==> config.mk <==
export PLATFORM = sky130hd
export DESIGN_NAME = url_percent_decoder
export DESIGN_NICKNAME = d
export VERILOG_FILES = /design/src/rtl/upd_pkg.sv /design/src/rtl/upd_core.sv /design/src/rtl/upd_obuf.sv /design/src/rtl/url_percent_decoder.sv
export SDC_FILE = /design/constraint.sdc
export NUM_CORES = 1
export LEC_CHECK = 0
export ABC_AREA = 0
export BUFFER_PORTS_ARGS = -buffer_cell sky130_fd_sc_hd__buf_4
export CAP_MARGIN = 30
export CORE_ASPECT_RATIO = 0.9
export CORE_MARGIN = 4
export CORE_UTILIZATION = 58
export CTS_BUF_LIST = sky130_fd_sc_hd__clkbuf_8
export CTS_CLUSTER_SIZE = 28
export DETAILED_ROUTE_END_ITERATION = 6
export GPL_TIMING_DRIVEN = 0
export PLACE_DENSITY_LB_ADDON = 0.12
export SLEW_MARGIN = 10
export SYNTH_ARGS = -nofsm -noshare
export SYNTH_HDL_FRONTEND = slang
export SYNTH_SLANG_ARGS = --single-unit
export TNS_END_PERCENT = 100
==> constraint.sdc <==
create_clock -name clk -period 9.5 [get_ports clk]
set_input_delay 1.9 -clock clk [delete_from_list [all_inputs] [get_ports clk]]
set_output_delay 1.9 -clock clk [all_outputs]
set_load 0.01 [all_outputs]
==> src/rtl/upd_pkg.sv <==
`timescale 1ns / 1ps
`default_nettype none
// ----------------------------------------------------------------------------
// upd_pkg
// Shared types, character codes and hex helpers for the percent decoder.
// ----------------------------------------------------------------------------
package upd_pkg;

  localparam logic [7:0] CH_PERCENT = 8'h25;
  localparam logic [7:0] CH_PLUS    = 8'h2B;
  localparam logic [7:0] CH_SPACE   = 8'h20;

  // Most results one request can cause
  localparam int unsigned MAX_RES = 3;

  typedef enum logic [1:0] {
    PH_IDLE  = 2'd0,
    PH_PCT   = 2'd1,
    PH_DIGIT = 2'd2
  } phase_t;

  typedef struct packed {
    logic [7:0] data;
    logic       last;
  } res_item_t;

  // Results of one request: item[0] goes out first
  typedef struct packed {
    logic [1:0]                  cnt;
    res_item_t [MAX_RES-1:0]     item;
  } res_set_t;

  function automatic logic is_hex(input logic [7:0] c);
    is_hex = (c >= 8'h30 && c <= 8'h39) ||
             (c >= 8'h41 && c <= 8'h46) ||
             (c >= 8'h61 && c <= 8'h66);
  endfunction

  // Nibble of a hex digit; only meaningful where is_hex holds
  function automatic logic [3:0] nibble_of(input logic [7:0] c);
    logic [7:0] v;
    if (c <= 8'h39) begin
      v = c - 8'h30;
    end else if (c <= 8'h46) begin
      v = c - 8'h37;
    end else begin
      v = c - 8'h57;
    end
    nibble_of = v[3:0];
  endfunction

endpackage
`default_nettype wire

==> src/rtl/upd_core.sv <==
`timescale 1ns / 1ps
`default_nettype none
// ----------------------------------------------------------------------------
// upd_core
// Escape state, mode register and per-request decode into up to three results.
// ----------------------------------------------------------------------------
module upd_core (
  input  wire logic            clk,
  input  wire logic            rst_n,
  input  wire logic            cfg_we,
  input  wire logic            cfg_bit,
  input  wire logic            acc,
  input  wire logic [7:0]      in_byte,
  input  wire logic            in_last,
  output upd_pkg::res_set_t    res
);
  import upd_pkg::*;

  phase_t     phase_r, phase_nxt;
  logic [7:0] held_r, held_nxt;
  logic       query_r;
  logic       hex;
  logic       plain_go;
  logic [1:0] k;
  logic [7:0] pb;

  assign hex = is_hex(in_byte);
  assign pb  = (in_byte == CH_PLUS && query_r) ? CH_SPACE : in_byte;

  always_comb begin
    res       = '0;
    k         = 2'd0;
    phase_nxt = phase_r;
    held_nxt  = held_r;
    plain_go  = 1'b0;
    case (phase_r)
      PH_PCT: begin
        if (hex && !in_last) begin
          held_nxt  = in_byte;
          phase_nxt = PH_DIGIT;
        end else begin
          res.item[0] = '{data: CH_PERCENT, last: 1'b0};
          k           = 2'd1;
          plain_go    = 1'b1;
        end
      end
      PH_DIGIT: begin
        if (hex) begin
          res.item[0] = '{data: {nibble_of(held_r), nibble_of(in_byte)}, last: in_last};
          k           = 2'd1;
          phase_nxt   = PH_IDLE;
        end else begin
          res.item[0] = '{data: CH_PERCENT, last: 1'b0};
          res.item[1] = '{data: held_r, last: 1'b0};
          k           = 2'd2;
          plain_go    = 1'b1;
        end
      end
      default: begin
        plain_go = 1'b1;
      end
    endcase
    if (plain_go) begin
      if (in_byte == CH_PERCENT && !in_last) begin
        phase_nxt = PH_PCT;
      end else begin
        res.item[k] = '{data: pb, last: in_last};
        k           = k + 2'd1;
        phase_nxt   = PH_IDLE;
      end
    end
    if (in_last) begin
      phase_nxt = PH_IDLE;
    end
    res.cnt = k;
  end

  always_ff @(posedge clk) begin
    if (!rst_n) begin
      phase_r <= PH_IDLE;
      held_r  <= 8'h00;
      query_r <= 1'b0;
    end else begin
      if (cfg_we) begin
        query_r <= cfg_bit;
      end
      if (acc) begin
        phase_r <= phase_nxt;
        held_r  <= held_nxt;
      end
    end
  end

endmodule
`default_nettype wire

==> src/rtl/upd_obuf.sv <==
`timescale 1ns / 1ps
`default_nettype none
// ----------------------------------------------------------------------------
// upd_obuf
// Three-entry result queue; the head entry drives the output channel.
// ----------------------------------------------------------------------------
module upd_obuf (
  input  wire logic               clk,
  input  wire logic               rst_n,
  input  wire logic               push,
  input  wire upd_pkg::res_set_t  res,
  input  wire logic               out_tready,
  output logic                    out_tvalid,
  output logic [7:0]              out_tdata,
  output logic                    out_tlast,
  output logic                    room
);
  import upd_pkg::*;

  res_item_t [MAX_RES-1:0] q_r, q_nxt;
  logic [1:0]              cnt_r, cnt_nxt;
  logic                    pop;
  logic [1:0]              base;
  logic [1:0]              add;
  logic [2:0]              src;
  logic [1:0]              j;

  assign pop        = (cnt_r != 2'd0) && out_tready;
  assign base       = cnt_r - {1'b0, pop};
  assign add        = push ? res.cnt : 2'd0;
  // A request can add three results only once the queue is empty or emptying
  assign room       = (cnt_r == 2'd0) || (cnt_r == 2'd1 && out_tready);
  assign out_tvalid = (cnt_r != 2'd0);
  assign out_tdata  = q_r[0].data;
  assign out_tlast  = q_r[0].last;

  always_comb begin
    q_nxt = q_r;
    src   = 3'd0;
    j     = 2'd0;
    for (int i = 0; i < MAX_RES; i++) begin
      src = 3'(i) + {2'b00, pop};
      j   = 2'(i) - base;
      if (src < {1'b0, cnt_r}) begin
        q_nxt[i] = q_r[src[1:0]];
      end else if (2'(i) >= base && j < add) begin
        q_nxt[i] = res.item[j];
      end
    end
    cnt_nxt = base + add;
  end

  always_ff @(posedge clk) begin
    if (!rst_n) begin
      cnt_r <= 2'd0;
    end else begin
      cnt_r <= cnt_nxt;
    end
  end

  always_ff @(posedge clk) begin
    q_r <= q_nxt;
  end

endmodule
`default_nettype wire

==> src/rtl/url_percent_decoder.sv <==
`timescale 1ns / 1ps
`default_nettype none
// ----------------------------------------------------------------------------
// url_percent_decoder
// Streaming percent-decoder for one URL component, one byte per request.
// ----------------------------------------------------------------------------
//  channel | direction | payload                         | handshake
//  in_     | slave     | tdata = encoded byte, tlast     | in_tvalid / in_tready
//  out_    | master    | tdata = decoded byte, tlast     | out_tvalid / out_tready
//  cfg_    | slave     | data = query_mode (bit 0)       | cfg_valid / cfg_ready
//
// A request is decoded in the cycle it is taken and its results land in a
// three-entry queue that drives the output; the queue is registered, so no
// result shows in the cycle of its request. Steady rate is one byte per cycle
// while out_tready is high: a failed escape yields up to three results from one
// request, and the input then holds while the queue drains one result a cycle.
// Reset (rst_n low, synchronous) empties the queue, clears any pending escape
// and sets path mode. cfg_ready is always high.
// ----------------------------------------------------------------------------
module url_percent_decoder (
  input  wire logic       clk,
  input  wire logic       rst_n,
  // Configuration write
  input  wire logic       cfg_valid,
  output logic            cfg_ready,
  input  wire logic       cfg_data,     // [0] query_mode
  // Encoded byte stream
  input  wire logic       in_tvalid,
  output logic            in_tready,
  input  wire logic [7:0] in_tdata,     // [7:0] in_byte
  input  wire logic       in_tlast,
  // Decoded byte stream
  output logic            out_tvalid,
  input  wire logic       out_tready,
  output logic [7:0]      out_tdata,    // [7:0] out_byte
  output logic            out_tlast
);
  import upd_pkg::*;

  res_set_t res;
  logic     acc;
  logic     room;

  // Take a request whenever the queue can hold its worst case
  assign in_tready = room;
  assign acc       = in_tvalid && room;
  assign cfg_ready = 1'b1;

  upd_core u_core (
    .clk     (clk),
    .rst_n   (rst_n),
    .cfg_we  (cfg_valid),
    .cfg_bit (cfg_data),
    .acc     (acc),
    .in_byte (in_tdata),
    .in_last (in_tlast),
    .res     (res)
  );

  upd_obuf u_obuf (
    .clk        (clk),
    .rst_n      (rst_n),
    .push       (acc),
    .res        (res),
    .out_tready (out_tready),
    .out_tvalid (out_tvalid),
    .out_tdata  (out_tdata),
    .out_tlast  (out_tlast),
    .room       (room)
  );

endmodule
`default_nettype wire

Word-level counts from Yosys, hierarchy flattened
Index checks and enable logic that the tools add are counted.
Storage, ports and cells
  flip-flop bits (word level): 40
  output and inout port bits: 12
Operators by class
  $add $sub $neg: 14
  reductions and logical operators: 26
  order comparisons: 25
  multiplexer cells: 48
  eq/ne operators: 8
Operator list (number)
  9-bit 2-to-1 mux: 17
  9-bit binary-select mux with 2-bit select: 5
  27-bit 2-to-1 mux: 2
  27-bit bitwise mux: 1
  8-bit by 7-bit <= comparator with 1-bit output (second input constant): 3
  9-bit demux with 2-bit select: 1
  2-bit by 3-bit less-than comparator with 1-bit output (second input constant): 6
  9-bit one-hot mux with 2 select lines: 1
  8-bit by 6-bit == test with 1-bit output (second input constant): 2
  8-bit by 7-bit greater-or-equal comparator with 1-bit output (second input constant): 2
  8-bit by 6-bit <= comparator with 1-bit output (second input constant): 2
  2-bit 2-to-1 mux: 8
  4-bit 2-to-1 mux: 4
  4-bit by 3-bit subtractor with 4-bit output (second input constant): 4
  1-bit logical AND: 13
  8-bit by 6-bit greater-or-equal comparator with 1-bit output (second input constant): 1
  8-bit 2-to-1 mux: 1
  4-bit by 2-bit inequality test with 1-bit output (second input constant): 2
  2-bit one-hot mux with 2 select lines: 2
  2-bit nonzero test: 4
  4-bit by 1-bit subtractor with 4-bit output (second input constant): 2
  7-bit 2-to-1 mux: 1
  2-bit less-than comparator: 3
  3-bit by 2-bit less-than comparator with 1-bit output: 2
  24 further kinds: 32

Depth between registers and ports, before layout
  word-level depth: 18
  depth in mapped cells: 14

Cells and area by module
A second synthesis with hierarchy kept.
Unflattened totals
  cell total of the unflattened synthesis: 381
  area, all modules: 3453.3 um^2
Modules (own cells, without submodules)
  upd_obuf: seq. area each 850.8 um^2, cells an instance 206, area each 2114.5 um^2, times used 1
  upd_core: seq. area each 220.2 um^2, cells an instance 172, area each 1321.3 um^2, times used 1
  url_percent_decoder: seq. area each 0.0 um^2, cells an instance 3, area each 17.5 um^2, times used 1

Least setup slack after synthesis
Ideal clock, no wire load.
  path type: in2reg
  start: input port in_tdata[6]
  end: register u_obuf.q_r[10] in the netlist's numbering, enable pin
  setup time: 379 ps
  required time: 9121 ps
  arrival time: 4873 ps
  buffers on the path: 1
  setup slack: 4249 ps
  stages: 13
  cells stage by stage: buf_6 > or4b_4 > or4_1 > nand3_1 > a21oi_1 > ha_1 > nand3b_1 > o21ai_0 > nand3_1 > ha_1 > inv_1 > o221ai_1 > o22ai_1
On the way
  longest elaborated chain between the ends: 14
  elaborated cells on any way between the ends: 27
  those cells by class: add/sub: 1; order compare: 7; eq/ne: 1; mux: 9; reduce/logical: 9
Ends and longest elaborated chain
  from (decl): line url_percent_decoder.sv:30  | input wire logic [7:0] in_tdata,
  8-bit by 6-bit greater-or-equal comparator with 1-bit output (tied with other cells): line upd_pkg.sv:34  | is_hex = (c >= 8'h30 && c <= 8'h39) ||
  1-bit logical AND, on equally long branches: line upd_pkg.sv:34, upd_pkg.sv:35
  1-bit logical OR: line upd_pkg.sv:34
  1-bit logical OR: line upd_pkg.sv:35  | (c >= 8'h41 && c <= 8'h46) ||
  1-bit logical AND: line upd_core.sv:38  | if (hex && !in_last) begin
  1-bit 2-to-1 mux: line upd_core.sv:38
  2-bit one-hot mux with 2 select lines: line upd_core.sv:36  | case (phase_r)
  2-bit by 1-bit adder with 2-bit output: line upd_core.sv:68  | k = k + 2'd1;
  2-bit 2-to-1 mux: line upd_core.sv:64  | if (in_byte == CH_PERCENT && !in_last) begin
  2-bit 2-to-1 mux *: line upd_core.sv:63  | if (plain_go) begin
  2-bit 2-to-1 mux *: line upd_obuf.sv:30  | assign add = push ? res.cnt : 2'd0;
  2-bit less-than comparator *: line upd_obuf.sv:46  | end else if (2'(i) >= base && j < add) begin
  1-bit logical AND *: line upd_obuf.sv:46
  2-bit nonzero test (no line) *
  to (signal assigned): line upd_obuf.sv:62  | q_r <= q_nxt;
  to (decl): line upd_obuf.sv:20  | res_item_t [MAX_RES-1:0] q_r, q_nxt;
Every way passes the cells marked *; elsewhere a longest branch is shown, timed or not.
A chain may end at the register's enable or synchronous reset.

==> results.yml <==
run:
  drv_cap: 0
detailed_routing:
  dr.max_layer_used: "met4"
  dr_wl_met2_um: 4600
  remaining_drc_errors: 2
  ant_nets: 0
  drt_iter0_drc: 577
  avgViaCountPerCell: 6.83
  met3WireLength_um: 965
  finalWirelength_um: 10500
  wl_met1_um: 4690
  wl_per_cell_um: 20.8
  vias: 3470
  drt_first_pass_iters: 7
sta:
  tightest_slew_ns: 0.970
  rsz0062_at_grt: "no"
  finalSetupViolCount: 0
  report.final.slew_viol_count: 0
  min_period_over_period_pct: 60.1
  worst_slack_ns: 3.79
  hold_violations: 0
  fin_crit_ns: 5.71
  fmax_mhz: 175
  relSlewSlack_pct: 35.4
  clock_skew_ns: 0.0126
  tns_ns: 0
final_layout:
  drive_above_1_share_pct: 16.9
  final_common_cell: "nand2_1"
  area_growth_pct: 10.8
  antenna_cells: 0
  fin_util_pct: 67.3
  mostFrequentLayoutCells: "nand2_1, buf_4, nor2_1, edfxtp_1, inv_1"
  final_cells: 508
  nets: 475
floorplan:
  start_util_pct: 60.7
  rows: 26
  dieArea_sq_um: 7370
  die_w_um: 90.1
  core_sq_um: 5790
  ios: 27
  die_h_um: 81.9
worst_hold_path:
  hold_path.class: "register to register"
power_and_ir_drop:
  switchingPower_w: 0.000455
  p_per_area_nw_per_um2: 271
  leakage_nw: 1.52
  intPower_w: 0.000600
  pwr-share-comb_pct: 54.7
  pwr-share-seq_pct: 30.9
  finalPower_w: 0.00106
  netSwitchingFraction_pct: 43.1
  p_clk_share_pct: 14.3
  peakVddDrop_mv: 0.120
setup_path:
  startpoint_type: "input pin"
  crit_slowest_cell: "a41oi_1"
  crit_chain: "buf_4, inv_1, ha_1, o21bai_1, a21oi_1, o21ai_0, a21oi_1, ha_1, buf_1, inv_1, a41oi_1, o21ai_0, a221oi_1, o22ai_1"
  required_ns: 9.53
  path_max_fanout: 9
  cp.arrival_ns: 5.74
  criticalPathCategory: "input pin to register"
  end_kind: "register"
  max_stage_delay_ns: 0.65
clock_tree:
  htreeDepth: 2
  clock_path_buffers: 2
  clock_sinks: 40
  cts_buffers: 5
  clk_pin_slew_ns: 0.09
  ctsHoldBuffers: 0
  tritoncts: "yes"
  clkLatencyLatePin_ns: 0.31
  cts-resized-gates: 0
  root_buffer: "clkbuf_8"
  post-cts-setup-buffers: 0
place:
  dp_slack_ns: 3.66
  port-buffer-count: 22
  place_inst: 500
  gp_congestion: 0.973
  place_hpwl_um: 8080
status:
  outcome: "finished, violations left"
  failed_checks: "DRC"
synth:
  synth.area.mux_share_pct: 3.70
  synthAdderAreaFrac_pct: 8.19
  synthSimpleGateAreaFrac_pct: 23.9
  syn_nets: 444
  ys.flop_type: "edfxtp_1"
  synth_xor_xnor_area_share_pct: 0.747
  synth_top_family_by_area: "compound AO/OA/AOI/OAI gates"
  yosysWarnings: 0
  yosys-top-cells-area: "edfxtp_1, ha_1, dfxtp_1, nand2_1, mux2i_1"
  ys_ff_latch: 40
  async_flop_share_pct: 0
  ys_seq_area_share_pct: 30.5
  synth_compound_area_share_pct: 24.5
  synth_cell_types: 72
  yosys.area.top_type: "edfxtp_1"
  synth_area_sq_um: 3520
  synthCells: 406
  synth-edff-count: 27
  synth_top_area_share_pct: 23.1
  syn_area_per_cell_sq_um: 8.66
global_routing:
  antenna_found_initial: 0
  grt_pass1_wl_um: 16800
  grt_overflow: 0
  grt_max_degree: 15
  grt_usage_pct: 28.8
  grt_pass1_vias: 3189
-- flip-flops by register name, summed over array words and instances, names as in the netlist --
register and count:
u_core.query_r 1, u_obuf.out_tlast 1, u_core.phase_r 2, u_obuf.cnt_r 2
u_obuf.out_tdata 8, u_obuf.q_r 18, u_core.held_r 8
-- worst max-delay path, delay by kind of cell --
family | cells | cell delay [ns]
AO/OA/AOI/OAI | 8 | 2.70
adder cells (fa/ha/maj) | 2 | 0.43
buffers and inverters | 4 | 0.70
-- area by class of cell --
class                      instances  area (sq um)
multi-input combinational        312          2150
fill                             490          1890
sequential                        40          1070
buffer                            29           203
timing repair buffer              24           178
inverter                          25          93.8
tap                               70          87.6
clock buffer                       5          68.8
clock inverter                     3          46.3
-- layer usage --
| metal | up-vias | track usage (%) |
|---|---|---|
| li1 | 1596 | - |
| met1 | 1617 | 39.9 |
| met2 | 216 | 45.8 |
| met3 | 41 | 5.22 |
| met4 | 0 | 9.48 |
| met5 | - | 0 |
-- cell families after synthesis --
family | Yosys count
simple gates | 155
other cells | 1
buf+inv | 54
flops | 40
xor+xnor | 3
mux | 13
fa+ha+maj | 23
compound gates | 117
-- metrics by stage --
stage	instance area (sq um)	hold WS (ns)
floorplan	3520	0.443
global placement	3770	0.474
detailed placement	3780	0.486
CTS	3900	0.498
global route	3900	0.526
finish	3900	0.500
-- worst paths after layout --
path / cells past startpoint / slack [ns] / endpoint / startpoint
setup / recovery: 14 / 3.79 / u_obuf.out_tdata[2] / in_tdata[1]
hold / removal: 2 / 0.50 / u_core.held_r[7] / u_core.held_r[7]
setup reg to reg: 14 / 5.66 / u_obuf.q_r[10] / u_core.phase_r[0]
hold reg to reg: 2 / 0.50 / u_core.held_r[7] / u_core.held_r[7]
-- power groups by stage --
stage          Sequential, W  Combinational [W]  Clock (W)
2_1_floorplan       0.000323           0.000387          0
3_3_place_gp        0.000330           0.000543          0
3_5_place_dp        0.000330           0.000562          0
4_1_cts             0.000327           0.000565   0.000151
5_1_grt             0.000331           0.000625   0.000158
6_report            0.000327           0.000578   0.000151
-- synth_stat cells, drive strengths merged (3+ instances only) --
library cell and n:
a211oi 4, a21o 4, a21oi 18, a221oi 8, a222oi 5, a22o 3
a22oi 5, a31oi 10, a41oi 3, and2 6, and3 4, buf 23
clkbuf 6, dfxtp 13, edfxtp 27, ha 23, inv 25, mux2i 13
nand2 38, nand2b 6, nand3 14, nand4 11, nor2 32, nor2b 8
nor3 16, nor4b 3, o211ai 4, o21ai 23, o21bai 4, o221ai 8
o22ai 4, or2 3, or3 4
No activity file was read; power rests on OpenSTA's default activity.
